**src/sv/dltq_pkg.sv**
```systemverilog
// ----------------------------------------------------------------------------
// dltq_pkg
// Shared types, codes and helpers of the delta list timer queue.
// ----------------------------------------------------------------------------
package dltq_pkg;

    localparam int NUM_SLOTS_DEF = 16;
    localparam int MAX_RES       = 16;
    localparam int NW            = $clog2(MAX_RES);

    // request operation codes
    localparam logic [1:0] FUNC_TICK  = 2'd0;
    localparam logic [1:0] FUNC_ARM   = 2'd1;
    localparam logic [1:0] FUNC_DEL   = 2'd2;
    localparam logic [1:0] FUNC_QUERY = 2'd3;

    // result kinds
    localparam logic [1:0] KIND_FIRED   = 2'd0;
    localparam logic [1:0] KIND_QUERY   = 2'd1;
    localparam logic [1:0] KIND_DONE    = 2'd2;
    localparam logic [1:0] KIND_NOTPEND = 2'd3;

    typedef struct packed {
        logic [1:0]         func;
        logic [3:0]         event_id;
        logic signed [31:0] delay_ticks;
        logic signed [31:0] arg_value;
        logic [15:0]        elapsed;
    } dltq_in_t;

    typedef struct packed {
        logic [1:0]         kind;
        logic [3:0]         fired_id;
        logic signed [31:0] fired_arg;
        logic signed [31:0] remaining;
        logic               last;
    } dltq_out_t;

    typedef enum logic [4:0] {
        ST_IDLE, ST_DECODE,
        ST_T_RD, ST_T_LD, ST_T_EVAL, ST_T_RD2, ST_T_LD2, ST_T_EMIT,
        ST_S_RD, ST_S_LD,
        ST_U_RD, ST_U_LD, ST_U_RD2, ST_U_LD2, ST_POST_UNL,
        ST_I_RD, ST_I_LD, ST_I_LINK, ST_I_LINK2,
        ST_EMIT
    } ctrl_state_t;

    typedef enum logic [3:0] {
        OP_NONE, OP_ACCEPT, OP_WALK_SPAN, OP_WALK_INS, OP_WALK_UNL,
        OP_T_LD, OP_T_FIRE, OP_T_LD2, OP_S_LD, OP_U_LD, OP_U_LD2,
        OP_I_LD, OP_I_LINK, OP_I_LINK2
    } dp_op_t;

    typedef enum logic [2:0] {
        EM_FIRE, EM_ACC, EM_ARM_NOW, EM_ARM_DONE, EM_BAD
    } emit_sel_t;

    typedef struct packed {
        dp_op_t     op;
        logic       emit;
        emit_sel_t  sel;
        logic [1:0] kind;
    } dltq_cmd_t;

    typedef struct packed {
        logic [1:0] func;
        logic       id_bad;
        logic       id_pending;
        logic       cur_vld;
        logic       cur_is_id;
        logic       q_next_vld;
        logic       c_nx_vld;
        logic       c_d_pos;
        logic       delta_le_d;
        logic       delay_pos;
        logic       f_last;
        logic       out_free;
    } dltq_sts_t;

    function automatic logic signed [31:0] sat32(input logic signed [33:0] v);
        if (v > 34'sh07fffffff) begin
            return 32'sh7fffffff;
        end else if (v < 34'sh380000000) begin
            return 32'sh80000000;
        end
        return v[31:0];
    endfunction

endpackage

```
**src/sv/dltq_ctrl.sv**
```systemverilog
// ----------------------------------------------------------------------------
// dltq_ctrl
// Sequencer of the timer queue: walks the list one entry per read/load pair.
// ----------------------------------------------------------------------------
module dltq_ctrl import dltq_pkg::*; (
    input  logic      aclk,
    input  logic      aresetn,
    input  logic      s_valid,
    output logic      s_ready,
    input  dltq_sts_t sts,
    output dltq_cmd_t cmd
);

    ctrl_state_t state_reg, state_next;
    emit_sel_t   sel_reg, sel_next;
    logic [1:0]  kind_reg, kind_next;

    always_ff @(posedge aclk) begin
        if (!aresetn) begin
            state_reg <= ST_IDLE;
            sel_reg   <= EM_BAD;
            kind_reg  <= KIND_DONE;
        end else begin
            state_reg <= state_next;
            sel_reg   <= sel_next;
            kind_reg  <= kind_next;
        end
    end

    always_comb begin
        state_next = state_reg;
        sel_next   = sel_reg;
        kind_next  = kind_reg;
        s_ready    = 1'b0;
        cmd.op     = OP_NONE;
        cmd.emit   = 1'b0;
        cmd.sel    = sel_reg;
        cmd.kind   = kind_reg;
        unique case (state_reg)
            ST_IDLE: begin
                // no request is taken while reset is held
                s_ready = aresetn;
                if (s_valid && aresetn) begin
                    cmd.op     = OP_ACCEPT;
                    state_next = ST_DECODE;
                end
            end
            ST_DECODE: begin
                if (sts.func == FUNC_TICK) begin
                    cmd.op     = OP_WALK_SPAN;
                    state_next = ST_T_RD;
                end else if (sts.id_bad) begin
                    sel_next   = EM_BAD;
                    state_next = ST_EMIT;
                end else if (sts.id_pending && sts.func != FUNC_QUERY) begin
                    cmd.op     = OP_WALK_UNL;
                    state_next = ST_U_RD;
                end else if (sts.func == FUNC_ARM) begin
                    if (sts.delay_pos) begin
                        cmd.op     = OP_WALK_INS;
                        state_next = ST_I_RD;
                    end else begin
                        sel_next   = EM_ARM_NOW;
                        state_next = ST_EMIT;
                    end
                end else begin
                    cmd.op     = OP_WALK_SPAN;
                    kind_next  = (sts.func == FUNC_QUERY && sts.id_pending) ?
                                 KIND_QUERY : KIND_NOTPEND;
                    state_next = ST_S_RD;
                end
            end
            ST_T_RD: state_next = ST_T_LD;
            ST_T_LD: begin
                if (!sts.cur_vld) begin
                    sel_next   = EM_ACC;
                    kind_next  = KIND_DONE;
                    state_next = ST_EMIT;
                end else begin
                    cmd.op     = OP_T_LD;
                    state_next = ST_T_EVAL;
                end
            end
            ST_T_EVAL: begin
                if (sts.c_d_pos) begin
                    cmd.op     = OP_WALK_SPAN;
                    kind_next  = KIND_DONE;
                    state_next = ST_S_RD;
                end else begin
                    cmd.op     = OP_T_FIRE;
                    state_next = sts.c_nx_vld ? ST_T_RD2 : ST_T_EMIT;
                end
            end
            ST_T_RD2: state_next = ST_T_LD2;
            ST_T_LD2: begin
                cmd.op     = OP_T_LD2;
                state_next = ST_T_EMIT;
            end
            ST_T_EMIT: begin
                cmd.sel = EM_FIRE;
                if (sts.out_free) begin
                    cmd.emit   = 1'b1;
                    state_next = sts.f_last ? ST_IDLE : ST_T_EVAL;
                end
            end
            ST_S_RD: state_next = ST_S_LD;
            ST_S_LD: begin
                if (!sts.cur_vld) begin
                    sel_next   = EM_ACC;
                    state_next = ST_EMIT;
                end else begin
                    cmd.op = OP_S_LD;
                    if (kind_reg == KIND_QUERY && sts.cur_is_id) begin
                        sel_next   = EM_ACC;
                        state_next = ST_EMIT;
                    end else begin
                        state_next = ST_S_RD;
                    end
                end
            end
            ST_U_RD: state_next = ST_U_LD;
            ST_U_LD: begin
                cmd.op = OP_U_LD;
                if (sts.cur_is_id) begin
                    state_next = sts.q_next_vld ? ST_U_RD2 : ST_POST_UNL;
                end else begin
                    state_next = ST_U_RD;
                end
            end
            ST_U_RD2: state_next = ST_U_LD2;
            ST_U_LD2: begin
                cmd.op     = OP_U_LD2;
                state_next = ST_POST_UNL;
            end
            ST_POST_UNL: begin
                if (sts.func == FUNC_ARM) begin
                    if (sts.delay_pos) begin
                        cmd.op     = OP_WALK_INS;
                        state_next = ST_I_RD;
                    end else begin
                        sel_next   = EM_ARM_NOW;
                        state_next = ST_EMIT;
                    end
                end else begin
                    cmd.op     = OP_WALK_SPAN;
                    kind_next  = KIND_DONE;
                    state_next = ST_S_RD;
                end
            end
            ST_I_RD: state_next = ST_I_LD;
            ST_I_LD: begin
                if (!sts.cur_vld) begin
                    state_next = ST_I_LINK;
                end else begin
                    cmd.op     = OP_I_LD;
                    state_next = sts.delta_le_d ? ST_I_RD : ST_I_LINK;
                end
            end
            ST_I_LINK: begin
                cmd.op     = OP_I_LINK;
                state_next = ST_I_LINK2;
            end
            ST_I_LINK2: begin
                cmd.op     = OP_I_LINK2;
                sel_next   = EM_ARM_DONE;
                state_next = ST_EMIT;
            end
            ST_EMIT: begin
                if (sts.out_free) begin
                    cmd.emit   = 1'b1;
                    state_next = ST_IDLE;
                end
            end
            default: state_next = ST_IDLE;
        endcase
    end

endmodule

```
**src/sv/dltq_dp.sv**
```systemverilog
// ----------------------------------------------------------------------------
// dltq_dp
// Datapath: slot memories, list pointers, accumulators and output register.
// ----------------------------------------------------------------------------
module dltq_dp import dltq_pkg::*; #(
    parameter int NUM_SLOTS = NUM_SLOTS_DEF
) (
    input  logic      aclk,
    input  logic      aresetn,
    input  dltq_in_t  s_data,
    input  logic      m_ready,
    output logic      m_valid,
    output dltq_out_t m_data,
    input  dltq_cmd_t cmd,
    output dltq_sts_t sts
);

    localparam int IW = (NUM_SLOTS > 1) ? $clog2(NUM_SLOTS) : 1;
    localparam int AW = IW + 34;
    localparam logic signed [AW:0] MAXW = (AW+1)'(64'sd2147483647);
    localparam logic signed [AW:0] MINW = (AW+1)'(-64'sd2147483648);

    typedef struct packed {
        logic          vld;
        logic [IW-1:0] idx;
    } link_t;

    function automatic logic signed [31:0] satw(input logic signed [AW:0] v);
        if (v > MAXW) begin
            return 32'sh7fffffff;
        end else if (v < MINW) begin
            return 32'sh80000000;
        end
        return v[31:0];
    endfunction

    // slot stores
    logic signed [31:0] delta_mem [NUM_SLOTS];
    logic signed [31:0] arg_mem   [NUM_SLOTS];
    link_t              next_mem  [NUM_SLOTS];
    logic signed [31:0] q_delta, q_arg;
    link_t              q_next;

    dltq_in_t           item_reg;
    link_t              head_reg, cur_reg, prev_reg, c_nx_reg;
    logic signed [AW-1:0] acc_reg;
    logic signed [31:0] c_d_reg, c_arg_reg, f_arg_reg, f_d_reg, dcur_reg;
    logic [IW-1:0]      f_id_reg;
    logic               f_last_reg;
    logic [NW-1:0]      n_reg;
    logic [NUM_SLOTS-1:0] pend_reg;
    dltq_out_t          out_reg;
    logic               m_valid_reg;

    logic [8:0]         id_ext, s_id_ext;
    logic [IW-1:0]      id_idx;
    logic               id_bad, s_id_bad, out_free, cur_is_id, le;
    logic signed [33:0] el34;
    logic signed [31:0] t_sub, t_add, u_add, i_sub;
    logic signed [AW:0] acc_w, q_d_w, acc_sum, acc_dif;
    logic               delta_we, next_we;
    logic [IW-1:0]      delta_wa, next_wa;
    logic signed [31:0] delta_wd;
    link_t              next_wd;
    dltq_out_t          em_data;

    assign id_ext    = {5'd0, item_reg.event_id};
    assign s_id_ext  = {5'd0, s_data.event_id};
    assign id_bad    = id_ext >= 9'(NUM_SLOTS);
    assign s_id_bad  = s_id_ext >= 9'(NUM_SLOTS);
    assign id_idx    = id_ext[IW-1:0];
    assign cur_is_id = cur_reg.idx == id_idx;
    assign out_free  = !m_valid_reg || m_ready;

    assign el34    = signed'(34'({1'b0, item_reg.elapsed}));
    assign t_sub   = sat32(34'(q_delta) - el34);
    assign t_add   = sat32(34'(q_delta) + 34'(c_d_reg));
    assign u_add   = sat32(34'(q_delta) + 34'(dcur_reg));
    assign acc_w   = (AW+1)'(acc_reg);
    assign q_d_w   = (AW+1)'(q_delta);
    assign acc_sum = acc_w + q_d_w;
    assign acc_dif = acc_w - q_d_w;
    assign le      = q_d_w <= acc_w;
    assign i_sub   = satw(q_d_w - acc_w);

    // store write ports
    always_comb begin
        delta_we = 1'b0;
        delta_wa = cur_reg.idx;
        delta_wd = t_sub;
        next_we  = 1'b0;
        next_wa  = prev_reg.idx;
        next_wd  = q_next;
        unique case (cmd.op)
            OP_T_LD:  delta_we = 1'b1;
            OP_T_LD2: begin
                delta_we = 1'b1;
                delta_wd = t_add;
            end
            OP_U_LD:  next_we = cur_is_id && prev_reg.vld;
            OP_U_LD2: begin
                delta_we = 1'b1;
                delta_wd = u_add;
            end
            OP_I_LD: begin
                delta_we = !le;
                delta_wd = i_sub;
            end
            OP_I_LINK: begin
                delta_we = 1'b1;
                delta_wa = id_idx;
                delta_wd = satw(acc_w);
                next_we  = 1'b1;
                next_wa  = id_idx;
                next_wd  = cur_reg;
            end
            OP_I_LINK2: begin
                next_we = prev_reg.vld;
                next_wd = '{vld: 1'b1, idx: id_idx};
            end
            default: ;
        endcase
    end

    always_ff @(posedge aclk) begin
        if (delta_we) begin
            delta_mem[delta_wa] <= delta_wd;
        end
        if (next_we) begin
            next_mem[next_wa] <= next_wd;
        end
        if (cmd.op == OP_ACCEPT && s_data.func == FUNC_ARM && !s_id_bad) begin
            arg_mem[s_id_ext[IW-1:0]] <= s_data.arg_value;
        end
        q_delta <= delta_mem[cur_reg.idx];
        q_arg   <= arg_mem[cur_reg.idx];
        q_next  <= next_mem[cur_reg.idx];
    end

    // result formatting
    always_comb begin
        em_data = '{kind: KIND_NOTPEND, fired_id: item_reg.event_id, fired_arg: '0,
                    remaining: '0, last: 1'b1};
        case (cmd.sel)
            EM_FIRE: begin
                em_data.kind      = KIND_FIRED;
                em_data.fired_id  = 4'(f_id_reg);
                em_data.fired_arg = f_arg_reg;
                em_data.remaining = f_d_reg;
                em_data.last      = f_last_reg;
            end
            EM_ACC: begin
                em_data.kind      = cmd.kind;
                em_data.remaining = satw(acc_w);
                if (item_reg.func == FUNC_TICK) begin
                    em_data.fired_id = '0;
                end
            end
            EM_ARM_NOW: begin
                em_data.kind      = KIND_FIRED;
                em_data.fired_arg = item_reg.arg_value;
                em_data.remaining = item_reg.delay_ticks;
            end
            EM_ARM_DONE: begin
                em_data.kind      = KIND_DONE;
                em_data.remaining = item_reg.delay_ticks;
            end
            default: ;
        endcase
    end

    // control state
    always_ff @(posedge aclk) begin
        if (!aresetn) begin
            head_reg    <= '0;
            pend_reg    <= '0;
            m_valid_reg <= 1'b0;
        end else begin
            if (cmd.emit && out_free) begin
                m_valid_reg <= 1'b1;
            end else if (m_ready) begin
                m_valid_reg <= 1'b0;
            end
            unique case (cmd.op)
                OP_T_FIRE: begin
                    pend_reg[cur_reg.idx] <= 1'b0;
                    head_reg              <= c_nx_reg;
                end
                OP_U_LD: begin
                    if (cur_is_id) begin
                        pend_reg[id_idx] <= 1'b0;
                        if (!prev_reg.vld) begin
                            head_reg <= q_next;
                        end
                    end
                end
                OP_I_LINK: begin
                    pend_reg[id_idx] <= 1'b1;
                    if (!prev_reg.vld) begin
                        head_reg <= '{vld: 1'b1, idx: id_idx};
                    end
                end
                default: ;
            endcase
        end
    end

    // walk registers
    always_ff @(posedge aclk) begin
        if (cmd.emit && out_free) begin
            out_reg <= em_data;
            if (cmd.sel == EM_FIRE) begin
                n_reg <= n_reg + 1'b1;
            end
        end
        unique case (cmd.op)
            OP_ACCEPT: begin
                item_reg <= s_data;
                n_reg    <= '0;
            end
            OP_WALK_SPAN: begin
                cur_reg <= head_reg;
                acc_reg <= '0;
            end
            OP_WALK_INS: begin
                cur_reg  <= head_reg;
                prev_reg <= '0;
                acc_reg  <= AW'(item_reg.delay_ticks);
            end
            OP_WALK_UNL: begin
                cur_reg  <= head_reg;
                prev_reg <= '0;
            end
            OP_T_LD: begin
                c_d_reg   <= t_sub;
                c_arg_reg <= q_arg;
                c_nx_reg  <= q_next;
            end
            OP_T_FIRE: begin
                f_id_reg   <= cur_reg.idx;
                f_arg_reg  <= c_arg_reg;
                f_d_reg    <= c_d_reg;
                f_last_reg <= !c_nx_reg.vld;
                cur_reg    <= c_nx_reg;
            end
            OP_T_LD2: begin
                c_d_reg    <= t_add;
                c_arg_reg  <= q_arg;
                c_nx_reg   <= q_next;
                f_last_reg <= (n_reg == NW'(MAX_RES - 1)) || (t_add > 0);
            end
            OP_S_LD: begin
                acc_reg <= acc_sum[AW-1:0];
                cur_reg <= q_next;
            end
            OP_U_LD: begin
                if (cur_is_id) begin
                    dcur_reg <= q_delta;
                end else begin
                    prev_reg <= cur_reg;
                end
                cur_reg <= q_next;
            end
            OP_I_LD: begin
                if (le) begin
                    acc_reg  <= acc_dif[AW-1:0];
                    prev_reg <= cur_reg;
                    cur_reg  <= q_next;
                end
            end
            default: ;
        endcase
    end

    assign m_valid = m_valid_reg;
    assign m_data  = out_reg;

    assign sts.func       = item_reg.func;
    assign sts.id_bad     = id_bad;
    assign sts.id_pending = !id_bad && pend_reg[id_idx];
    assign sts.cur_vld    = cur_reg.vld;
    assign sts.cur_is_id  = cur_is_id;
    assign sts.q_next_vld = q_next.vld;
    assign sts.c_nx_vld   = c_nx_reg.vld;
    assign sts.c_d_pos    = c_d_reg > 0;
    assign sts.delta_le_d = le;
    assign sts.delay_pos  = item_reg.delay_ticks > 0;
    assign sts.f_last     = f_last_reg;
    assign sts.out_free   = out_free;

endmodule

```
**src/sv/delta_list_timer_queue.sv**
```systemverilog
// ----------------------------------------------------------------------------
// delta_list_timer_queue
// Timer queue of NUM_SLOTS slots kept as a deadline-ordered delta list.
// ----------------------------------------------------------------------------
// Usage:
//   s_valid/s_ready/s_data carries one request (dltq_in_t): tick, arm,
//   delete or query. m_valid/m_ready/m_data returns results (dltq_out_t);
//   the final result of a request has last set.
//   A tick returns one fired result per expired slot (up to 16), or one
//   done result carrying the total queue span.
// Operation:
//   Requests are handled one at a time. Every list walk reads the slot
//   stores through one registered port, so each visited entry takes a
//   read state and a load state.
// Reset:
//   Clears the pending flags and empties the list; slot stores keep stale
//   data that is never read before it is written.
// Stalls:
//   A result waits in the output register while m_ready is low; the walk
//   holds, and a new request is taken once the previous last result is
//   registered.
// ----------------------------------------------------------------------------
module delta_list_timer_queue import dltq_pkg::*; #(
    parameter int NUM_SLOTS = NUM_SLOTS_DEF
) (
    input  logic      aclk,
    input  logic      aresetn,
    input  logic      s_valid,
    output logic      s_ready,
    input  dltq_in_t  s_data,
    output logic      m_valid,
    input  logic      m_ready,
    output dltq_out_t m_data
);

    dltq_cmd_t cmd;
    dltq_sts_t sts;

    // sequencer: one list entry per read/load state pair
    dltq_ctrl u_ctrl (
        .aclk    (aclk),
        .aresetn (aresetn),
        .s_valid (s_valid),
        .s_ready (s_ready),
        .sts     (sts),
        .cmd     (cmd)
    );

    // slot stores, list pointers and the result register
    dltq_dp #(.NUM_SLOTS(NUM_SLOTS)) u_dp (
        .aclk    (aclk),
        .aresetn (aresetn),
        .s_data  (s_data),
        .m_ready (m_ready),
        .m_valid (m_valid),
        .m_data  (m_data),
        .cmd     (cmd),
        .sts     (sts)
    );

    // an accepted request moves the sequencer to its decode state, where s_ready is low
    a_accept_busy: assert property (@(posedge aclk) disable iff (!aresetn)
        (s_valid && s_ready) |=> !s_ready)
        else $error("request taken in back-to-back cycles");

    // a non-final result only ever waits while the tick walk is still running
    a_mid_item: assert property (@(posedge aclk) disable iff (!aresetn)
        (m_valid && !m_data.last) |-> !s_ready)
        else $error("new request accepted before the last result");

    // a fired event is never early
    a_fire_due: assert property (@(posedge aclk) disable iff (!aresetn)
        (m_valid && m_data.kind == KIND_FIRED) |-> (m_data.remaining <= 0))
        else $error("event fired with time still remaining");

endmodule

```
**config.mk**
```make
export PLATFORM = sky130hd
export DESIGN_NAME = delta_list_timer_queue
export DESIGN_NICKNAME = d
export VERILOG_FILES = /design/src/sv/dltq_pkg.sv /design/src/sv/dltq_ctrl.sv /design/src/sv/dltq_dp.sv /design/src/sv/delta_list_timer_queue.sv
export SDC_FILE = /design/constraint.sdc
export NUM_CORES = 2
export LEC_CHECK = 0
export BUFFER_PORTS_ARGS = -buffer_cell sky130_fd_sc_hd__buf_4
export CORE_ASPECT_RATIO = 2
export CORE_MARGIN = 2
export CORE_UTILIZATION = 25
export CTS_BUF_LIST = sky130_fd_sc_hd__clkbuf_16
export CTS_CLUSTER_SIZE = 14
export DETAILED_ROUTE_END_ITERATION = 12
export PLACE_DENSITY = 0.39
export REMOVE_ABC_BUFFERS = 1
export SYNTH_ARGS = -nofsm -noshare
export SYNTH_HDL_FRONTEND = slang
export SYNTH_HIERARCHICAL = 1
export SYNTH_SLANG_ARGS = --single-unit
export TNS_END_PERCENT = 5
```
**constraint.sdc**
```tcl
create_clock -name aclk -period 21.8 [get_ports aclk]
set_clock_uncertainty 0.1 [all_clocks]
set_input_delay 4.36 -clock aclk [delete_from_list [all_inputs] [get_ports aclk]]
set_output_delay 4.36 -clock aclk [all_outputs]
set_load 0.05 [all_outputs]
```
## After elaboration in Yosys (flattened, before gate mapping)

Memories as Yosys holds them, arrays and structs flattened. A register that Yosys moved wholly into a read port is not among the register bits.
Cells that the tools add are included.
Widths: inputs -> output; s select.

- Bits in registers: 411
- RAM bits: 1104
- Bits of input ports: 90
- Output and inout port bits: 73
- Word-level logic and storage cells: 294
- Memories: 3

Memories:

| memory | words | width | read ports | clocked after Yosys merged registers in | write ports | RTL line | source |
|---|---|---|---|---|---|---|---|
| u_dp.arg_mem | 16 | 32 | 1 | 1 | 1 | dltq_dp.sv:39 | `logic signed [31:0] arg_mem [NUM_SLOTS];` |
| u_dp.delta_mem | 16 | 32 | 1 | 1 | 1 | dltq_dp.sv:38 | `logic signed [31:0] delta_mem [NUM_SLOTS];` |
| u_dp.next_mem | 16 | 5 | 1 | 1 | 1 | dltq_dp.sv:40 | `link_t next_mem [NUM_SLOTS];` |

- $add $sub $neg: 7
- Order comparisons: 20
- Equality and inequality tests: 59
- Muxes and demuxes: 120
- Bitwise gates (word level): 5
- Reduce and logical (&&, ||, !) cells: 48

Operator list:

| operator | number |
|---|---|
| $mux 32 | 16 |
| $pmux 38 s4 | 1 |
| $pmux 32 s2 | 2 |
| $pmux 32 s4 | 1 |
| $mux 5 | 21 |
| $gt 34x32->1 const B | 3 |
| $lt 34x32->1 const B | 3 |
| $pmux 5 s20 | 1 |
| $gt 32x1->1 const B | 3 |
| $pmux 32 s3 | 1 |
| $add 32x32->33 | 2 |
| $pmux 16 s3 | 1 |
| $pmux 4 s12 | 1 |
| $eq 5x4->1 const B | 8 |
| $gt 39x32->1 const B | 1 |
| $lt 39x32->1 const B | 1 |
| $sub 32x38->39 | 1 |
| $add 38x32->38 | 1 |
| $gt 38x32->1 const B | 1 |
| $le 32x38->1 | 1 |
| $lt 38x32->1 const B | 1 |
| $mux 38 | 1 |
| $sub 38x32->38 | 1 |
| $mux 3 | 12 |
| 58 further kinds | 174 |

## Longest topological paths before layout

- Word-level depth: 13
- Mapped depth: 27
- Mapped depth without buffers: 24

## Modules after synthesis

The synthesis kept the hierarchy.

Modules (own cells, without submodules):

| module | times used | cells an instance | area an instance (um2) | sequential area each (um2) |
|---|---|---|---|---|
| dltq_dp | 1 | 4425 | 69541.7 | 46314.4 |
| dltq_ctrl | 1 | 193 | 1366.3 | 200.2 |

## Worst setup path before layout

Ideal clock, no wire load.

- Path type: in2reg
- Start: input s_valid
- End: memory u_dp.arg_mem[0][0], enable pin
- Setup time: 461 ps
- Data arrival time: 14310 ps
- Data required time: 21239 ps
- Slack: 6929 ps
- Cell stages on the path: 9
- Path buffers: 0
- Cell sequence: nand2_1 > nor3_1 > a21oi_1 > o221ai_1 > nand2b_1 > nor3_1 > nand3b_1 > or3_1 > nor3_1

RTL lines:

| what | RTL line | source |
|---|---|---|
| from (decl) | delta_list_timer_queue.sv:28 | `input logic s_valid,` |
| to (decl) | dltq_dp.sv:39 |  |

==> insert_results.sql <==
INSERT INTO impl_metrics (metric_group, metric, value, unit) VALUES
('critical_path', 'cp-end-kind', 'flop', ''),
('global_route', 'grt_start_max_net_pins', '94', ''),
('global_route', 'vias_in_the_first_global_route', '46000', ''),
('critical_path', 'required', '22.25', 'ns'),
('timing', 'number_of_max_slew_violations_in_the_final_report', '0', ''),
('clock_network', 'cts_tree', 'yes', ''),
('critical_path', 'startpoint_to_endpoint_class_of_the_critical_path', 'primary input to flop', ''),
('timing', 'timing_hold_violations_final', '0', ''),
('power', 'total_power', '12800', 'uW'),
('die', 'die-height', '757', 'um'),
('detailed_routing', 'detailroute.via_count', '42800', ''),
('critical_path', 'crit_path_max_fanout', '30', ''),
('die', 'area_of_the_core', '282000', 'um^2'),
('clock_network', 'post_cts_resize_count', '0', ''),
('synthesis', 'post_synthesis_instance_total', '4618', ''),
('min_path', 'hold_path.class', 'flop to flop', ''),
('synthesis', 'synth-async-reset-ratio', '0', ''),
('synthesis', 'syn-cell-area', '70900', 'um^2'),
('critical_path', 'critical_path.startpoint_type', 'primary input', ''),
('global_route', 'number_of_antenna_violations_at_the_first_check_in_global_routing', '8', ''),
('synthesis', 'synth-edff-count', '1479', ''),
('global_route', 'grt_pass1_wl', '355000', 'um'),
('detailed_routing', 'route.antenna.remaining_nets', '0', ''),
('detailed_routing', 'drtPass1Iterations', '8', ''),
('power', 'p_leak', '0.0273', 'uW'),
('power', 'ir_drop', '98.5', 'uV'),
('detailed_routing', 'wirelength', '255000', 'um'),
('placement', 'placement.io_buffers', '162', ''),
('synthesis', 'synth.distinct_cells', '114', ''),
('synthesis', 'synthesis.area_per_instance', '15.4', 'um^2'),
('flow_run', 'max_cap_viols', '0', ''),
('finish', 'design_area', '82600', 'um^2'),
('die', 'placementRows', '276', ''),
('finish', 'nets', '5136', ''),
('global_route', 'grt_overflow_total', '0', ''),
('timing', 'finalSetupViolations', '0', ''),
('clock_network', 'clock_insertion_delay_worst_skew', '0.85', 'ns'),
('global_route', 'track_usage', '0.174', ''),
('finish', 'area_delta_synth_final', '16.5', '%'),
('clock_network', 'cts.reportedPaths.clkPinSlew', '0.06', 'ns'),
('status', 'result_of_the_run', 'finished, final reports clean', ''),
('clock_network', 'htree_num_levels', '4', ''),
('timing', 'finalCriticalPeriod', '11.53', 'ns'),
('synthesis', 'synthFlopType', 'sky130_fd_sc_hd__edfxtp_1', ''),
('clock_network', 'cts_buffer_depth', '4', ''),
('timing', 'totalNegativeSetupSlack', '0', 'ns'),
('timing', 'unrepaired_setup_endpoints_after_global_routing', 'no', ''),
('critical_path', 'reg2reg_depth', '22', ''),
('detailed_routing', 'initialDrtViolationCount', '2587', ''),
('synthesis', 'synth_seq_cells', '1584', ''),
('critical_path', 'worstPathArrival', '11.98', 'ns'),
('timing', 'timing.hold.ws', '0.305', 'ns'),
('clock_network', 'tritoncts_num_sinks', '1584', ''),
('synthesis', 'synth_sequential_area_ratio', '0.656', ''),
('clock_network', 'cts-buffers-inserted', '167', ''),
('die', 'die_width', '381', 'um'),
('timing', 'timing.final.crit_share', '0.529', ''),
('detailed_routing', 'detail_route.vias_per_cell', '4.88', ''),
('die', 'die-area', '288000', 'um^2'),
('placement', 'hpwl', '172000', 'um'),
('finish', 'postLayoutCoreUtil', '0.293', ''),
('synthesis', 'yosys_warnings', '6', ''),
('placement', 'post_dp_cell_area', '77400', 'um^2'),
('clock_network', 'cts_hold_buffers', '0', ''),
('detailed_routing', 'drt-wirelength-per-cell', '29.1', 'um'),
('clock_network', 'cts_post_setup_buffers_inserted', '0', ''),
('timing', 'achievable-frequency', '86.7', 'MHz'),
('die', 'initial_core_util', '0.251', ''),
('detailed_routing', 'drcViolationCount', '0', ''),
('finish', 'final_layout_size_suffix_gt1_frac', '0.201', ''),
('die', 'pin_count', '163', ''),
('placement', 'gp_congestion', '0.945', ''),
('power', 'p_per_area', '155', 'nW/um^2'),
('timing', 'worst_tran_pin_value', '1.37', 'ns'),
('clock_network', 'clock-root-buffer', 'sky130_fd_sc_hd__clkbuf_16', ''),
('min_path', 'holdPathStages', '0', ''),
('timing', 'slew_headroom', '0.0889', '');
==> stage by stage <==
stage                     setup WS (ns)  instances
after global placement             9.32       8464
after detailed placement           9.36       8464
final                             10.27       8768
after CTS                         10.26       8757
after floorplan                    6.41       4387
after global routing               9.80       8763
==> cells by family after synthesis <==
logic type / count (synthesis) / share of synthesized area
AO/OA/AOI/OAI: 962 / 0.0889
XOR/XNOR: 181 / 0.0225
adder cells (fa/ha/maj): 164 / 0.0294
buffers and inverters: 368 / 0.0212
flip-flops: 1584 / 0.656
multiplexers: 387 / 0.117
other: 1 / 0.0000529
AND/OR/NAND/NOR: 971 / 0.0655
==> path summary, 6_finish.rpt <==
check / end / from / slack, ns
setup / recovery: u_dp/acc_reg[36] / aresetn / 10.27
hold / removal: u_dp/c_arg_reg[17] / u_dp/q_arg[17] / 0.30
setup reg to reg: u_dp/acc_reg[36] / u_dp/id_idx[0] / 12.21
hold reg to reg: u_dp/c_arg_reg[17] / u_dp/q_arg[17] / 0.30
==> cells in the final DEF, fill, tap and decap left out, types with 102 or more instances in the layout <==
cell and count:
sky130_fd_sc_hd__o21ai_0 233, sky130_fd_sc_hd__buf_4 325, sky130_fd_sc_hd__xnor2_1 102, sky130_fd_sc_hd__mux4_2 350, sky130_fd_sc_hd__ha_1 158, sky130_fd_sc_hd__clkbuf_16 170
sky130_fd_sc_hd__a21oi_1 237, sky130_fd_sc_hd__nor2_1 270, sky130_fd_sc_hd__dfxtp_1 105, sky130_fd_sc_hd__inv_1 181, sky130_fd_sc_hd__edfxtp_1 1479, sky130_fd_sc_hd__nand2_1 285
==> cell type report <==
class / count / area [um^2]
antenna: 8 / 20.0
clock buffer: 170 / 4250
clock inverter: 123 / 912
fill: 28500 / 200000
inverter: 137 / 514
multi-input combinational: 2666 / 23200
sequential: 1584 / 46500
tap: 3753 / 4700
timing repair buffer: 327 / 2480
==> worst max-delay path, stage by stage <==
cell and delay (ns):
sky130_fd_sc_hd__buf_4 0.29, sky130_fd_sc_hd__nand2_1 0.13, sky130_fd_sc_hd__nor3_1 0.15, sky130_fd_sc_hd__a21oi_1 0.08
sky130_fd_sc_hd__o221ai_2 0.84, sky130_fd_sc_hd__clkinv_1 0.54, sky130_fd_sc_hd__nor2_1 0.60, sky130_fd_sc_hd__nand3_1 0.61
sky130_fd_sc_hd__buf_4 0.47, sky130_fd_sc_hd__nand2_1 0.13, sky130_fd_sc_hd__xor2_1 0.15, sky130_fd_sc_hd__ha_1 0.27
sky130_fd_sc_hd__o21ai_0 0.14, sky130_fd_sc_hd__a21boi_0 0.23, sky130_fd_sc_hd__o31ai_1 0.50, sky130_fd_sc_hd__a21oi_1 0.21
sky130_fd_sc_hd__o211ai_1 0.70, sky130_fd_sc_hd__o21ai_0 0.51, sky130_fd_sc_hd__o41ai_1 0.58, sky130_fd_sc_hd__o21ai_0 0.19
sky130_fd_sc_hd__xnor2_1 0.15, sky130_fd_sc_hd__o21ai_0 0.09
==> power breakdown <==
group | total, uW | internal (uW) | switching, uW
clock network | 2810 | 1560 | 1250
logic | 5570 | 2000 | 3570
registers | 4410 | 4090 | 319
==> synth_stat cells, drive strengths merged (22+ instances only) <==
library cell,instances,area share
nor2b,31,0.0029
edfxtp,1479,0.63
xor2,78,0.0096
a21o,60,0.0064
a21oi,242,0.017
nand2,286,0.015
xnor2,103,0.013
nand4,36,0.0032
and3,26,0.0024
dfxtp,105,0.030
ha,158,0.028
nor4,34,0.0030
nand3,53,0.0037
clkbuf,149,0.0079
a31oi,53,0.0049
a22oi,36,0.0038
a22o,39,0.0048
mux2i,33,0.0047
o21a,23,0.0024
nor3,64,0.0050
buf,82,0.0060
o21ai,239,0.017
or3,27,0.0025
mux4,350,0.11
nand2b,41,0.0037
a221oi,26,0.0033
o211ai,25,0.0026
inv,134,0.0071
a21boi,29,0.0031
nor2,303,0.016
o31ai,23,0.0029
a211oi,22,0.0023
==> layer usage <==
layer  vias to the layer above  share of wire  global-route usage
met5                         -        0.00013                   0
met1                     22400           0.36               0.178
met3                       501          0.032              0.0204
met4                         4          0.070               0.108
met2                      1114           0.54               0.332
li1                      18800              -                   -
(Power assumes the default switching activity.)
